===== src/rtl/rtq_pkg.sv =====
// Shared types and constants of the randomized timer queue.
// Depends on nothing; every other file of the block imports it.
`timescale 1ns / 1ps

package rtq_pkg;

   // Default queue depth.
   localparam int RTQ_ENTRIES = 16;

   // Result status codes.
   localparam logic [1:0] STATUS_IDLE_TICK = 2'd0;
   localparam logic [1:0] STATUS_FIRED     = 2'd1;
   localparam logic [1:0] STATUS_INSERTED  = 2'd2;
   localparam logic [1:0] STATUS_FULL      = 2'd3;

   // Item kinds.
   localparam logic KIND_TICK   = 1'b0;
   localparam logic KIND_INSERT = 1'b1;

   // Payload of one queue entry.
   typedef struct packed {
      logic [7:0]  id;
      logic [15:0] min_ival;
      logic [15:0] max_ival;
      logic [31:0] due;
      logic [31:0] last;
   } entry_type;

   // Operation broadcast to every cell of the chain.
   typedef enum logic [1:0] {
      OP_NONE     = 2'd0,
      OP_INSERT   = 2'd1,
      OP_REINSERT = 2'd2
   } op_type;

   typedef struct packed {
      op_type    op;
      entry_type ins;
   } ctl_type;

endpackage


===== src/rtl/rtq_draw.sv =====
// Random interval draw of the timer queue: one registered multiply.
// Depends on rtq_pkg.
`timescale 1ns / 1ps

module rtq_draw (
   input  logic        clock,
   input  logic        load,
   input  logic [15:0] min_ival,
   input  logic [15:0] max_ival,
   input  logic [15:0] random_word,
   output logic [15:0] offset
);
   import rtq_pkg::*;

   logic [16:0] span;
   logic [32:0] product;
   logic [15:0] offset_ff;
   logic [15:0] offset_in;

   // The product stays below 2**32, so bits 31:16 hold the whole scaled value.
   always_comb begin
      span = {1'b0, max_ival} - {1'b0, min_ival} + 17'd1;
      product = {17'd0, random_word} * {16'd0, span};
      if (max_ival < min_ival) begin
         offset_in = 16'd0;
      end else begin
         offset_in = product[31:16];
      end
   end

   always_ff @(posedge clock) begin
      if (load) begin
         offset_ff <= offset_in;
      end
   end

   assign offset = offset_ff;

endmodule


===== config.mk =====
export PLATFORM = sky130hd
export DESIGN_NAME = rtq_draw
export DESIGN_NICKNAME = d
export VERILOG_FILES = /design/src/rtl/rtq_pkg.sv /design/src/rtl/rtq_draw.sv
export SDC_FILE = /design/constraint.sdc
export NUM_CORES = 1
export LEC_CHECK = 0
export ABC_AREA = 1
export CORE_ASPECT_RATIO = 0.5
export CORE_UTILIZATION = 50
export CTS_CLUSTER_DIAMETER = 200
export DETAILED_ROUTE_END_ITERATION = 7
export DONT_BUFFER_PORTS = 1
export GPL_ROUTABILITY_DRIVEN = 0
export GPL_TIMING_DRIVEN = 1
export PLACE_DENSITY = 0.75
export SLEW_MARGIN = 20
export SYNTH_ARGS = -nofsm -noshare
export SYNTH_HDL_FRONTEND = slang
export SYNTH_SLANG_ARGS = --single-unit

===== constraint.sdc =====
create_clock -name clock -period 9.5 [get_ports clock]
set_input_delay 0.475 -clock clock [delete_from_list [all_inputs] [get_ports clock]]
set_output_delay 0.475 -clock clock [all_outputs]
set_load 0.01 [all_outputs]

==> flow_summary.toml <==
[synthesis]
yosys.area_share.simple_pct = 21.5
synth_cells = 1450
yosys_warnings = 0
muxShareOfSynthArea_pct = 0
synth_area_um2 = 11000
ys_seq_elements = 16
ys_top_cells_by_area = "fa_1 (39%), ha_1 (15%), inv_1 (13%), nand2_1 (9.3%), nor2_1 (6.0%)"
synth_flop_cell = "edfxtp_1"
synth.largest_area_cell = "fa_1"
synth_edf_count = 16
synth_fa_ha_area_share_pct = 53.9
ys_seq_area_share_pct = 4.38
synth_compound_area_share_pct = 5.17
syn_avg_cell_area_um2 = 7.57
synth_top_cell_area_share_pct = 39.0
synthDistinctLibCells = 40
synth_top_family_by_area = "adder cells"
synth-async-reset-ratio_pct = 0
synthesis.nets = 1845
synth-xor-area-share_pct = 0.706

[layout]
drive_above_1_share_pct = 2.53
diodes = 0
fin_cells = 1717
final_core_util_pct = 53.8
nNetsFinal = 1821
syn_to_final_growth_pct = 2.99
largest_reg_flops = 16

[critical_path]
critical_path.startpoint_type = "input pin"
worstSetupPathType = "input pin to flop"
end_kind = "flop"
cp.arrival_ps = 7990
max_stage_delay_ps = 560
cp_top_family = "adder cells"
crit_path_top_delay_cell = "fa_1"
crit_cells = 36
crit_path_max_fanout = 13
worst-path-buf-inv = 8
crit_required_ps = 9510
cpMostUsedCell = "nand2_1"

[placed_design]
placed_cells = 1713
dp_hpwl_um = 25800
port_buffers = 0

[routing]
via_per_inst = 5.47
drtIter0Drc = 951
firstDrtPassIters = 6
wl_per_cell_um = 17.7
post-route-drc-count = 0
ant_nets = 0
dr_total_vias = 9385
wirelength_um = 30400

[sta]
rsz0062_at_grt = "false"
layout_worst_path_cycle_share_pct = 84.0
hold_violations = 0
slew_viol_final = 0
period_minus_slack_ps = 7980
fmax_mhz = 125
fin_setup_tns_ps = 0
setup_viol = 0
slew_headroom_pct = 47.8
tightest_slew_ps = 781

[clock_tree]
cts_buffers = 3
cts_hold_buf = 0
clk_pin_slew_ps = 50
cts_tree = "done"
cts.sinks = 16
cts_resized = 0
clk_path_buf_depth = 2
root_buffer = "clkbuf_16"
htree_num_levels = 1
post-cts-setup-buffers = 0

[floorplan]
dieArea_um2 = 22600
row_count = 37
boundaryPins = 66
core_um2 = 21000
die_x_um = 212
start_util_pct = 52.2
die_h_um = 107

[grt]
gr-usage-met1_pct = 37.9
antenna_found_initial = 1
grt_most_used_layer = "met2"
grt_pass1_vias = 9900
grt_pass1_wl_um = 50000
grt_max_degree = 18
grt_usage_pct = 28.6
use_met3_pct = 10.9
grt_use_met2_pct = 43.4
grt-ovfl-total = 0

[job]
maxCapViolations = 0

[run_status]
status = "complete, no violations"

[hold_path]
whs_path_depth = 0
hp-class = "input pin to flop"
-- kinds of logic (layout without fill, tap and decap cells) --
group,after synthesis,in the layout
compound gates,97,97
flops,16,16
xor+xnor,8,8
fa+ha+maj,345,345
buf+inv,413,388
simple gates,571,571
-- final timing paths --
| path | startpoint | end | slack, ps |
|---|---|---|---|
| max | min_ival[1] | offset[4]$_SDFFCE_PN0P_ | 1520 |
| min | load | offset[2]$_SDFFCE_PN0P_ | 330 |
-- Yosys cell counts, types with 5 or more instances --
library cell / instances
inv_1: 374
nor3_1: 7
ha_1: 131
buf_2: 5
nand4_1: 7
a21boi_0: 5
nor2_1: 176
clkbuf_1: 24
nand2_2: 15
a21oi_1: 43
fa_1: 214
nand3_1: 77
a21o_1: 8
o21ai_0: 21
o21bai_1: 9
edfxtp_1: 16
nand2_1: 273
-- area by class of cell --
cell class / count / area [um2]
fillers: 1932 / 9710
multi-input cells: 1021 / 8930
inverters: 381 / 1430
flip-flops and latches: 16 / 480
well taps: 292 / 365
clock buffers: 3 / 75.1
repair buffers: 3 / 22.5
clock inverters: 1 / 3.75
-- routing by layer --
layer / share of wire [%] / routed length [um] / vias to the layer above
met5: 0.043 / 13 / -
met4: 3.2 / 978 / 2
met3: 14 / 4350 / 93
met2: 42 / 12800 / 561
met1: 40 / 12200 / 4472
li1: - / - / 4257
-- per-stage QoR --
stage	hold slack [ps]	setup WS, ps	instance area (um2)
global route	325	938	11300
global placement	589	1560	11200
floorplan	587	2360	11000
detailed placement	589	1370	11200
CTS	325	1590	11300
finish	329	1520	11300
-- cell usage in the layout, fill, tap and decap left out, types with 3 or more instances in the layout --
master	synthesis	routed
a21boi_0	5	5
a21o_1	8	8
a21oi_1	43	43
a31oi_1	4	4
buf_4	1	3
clkbuf_16	0	3
clkinv_1	3	4
edfxtp_1	16	16
fa_1	214	214
ha_1	131	131
inv_1	374	374
inv_2	4	4
nand2_1	273	273
nand2_2	15	15
nand3_1	77	77
nand4_1	7	7
nor2_1	176	176
nor3_1	7	7
o21ai_0	21	21
o21bai_1	9	9
or2_2	4	4
xnor2_1	4	4
xor2_1	3	3
Power is not shown: default switching activity piles up to over one toggle a cycle in this logic, so the estimate is an artifact.
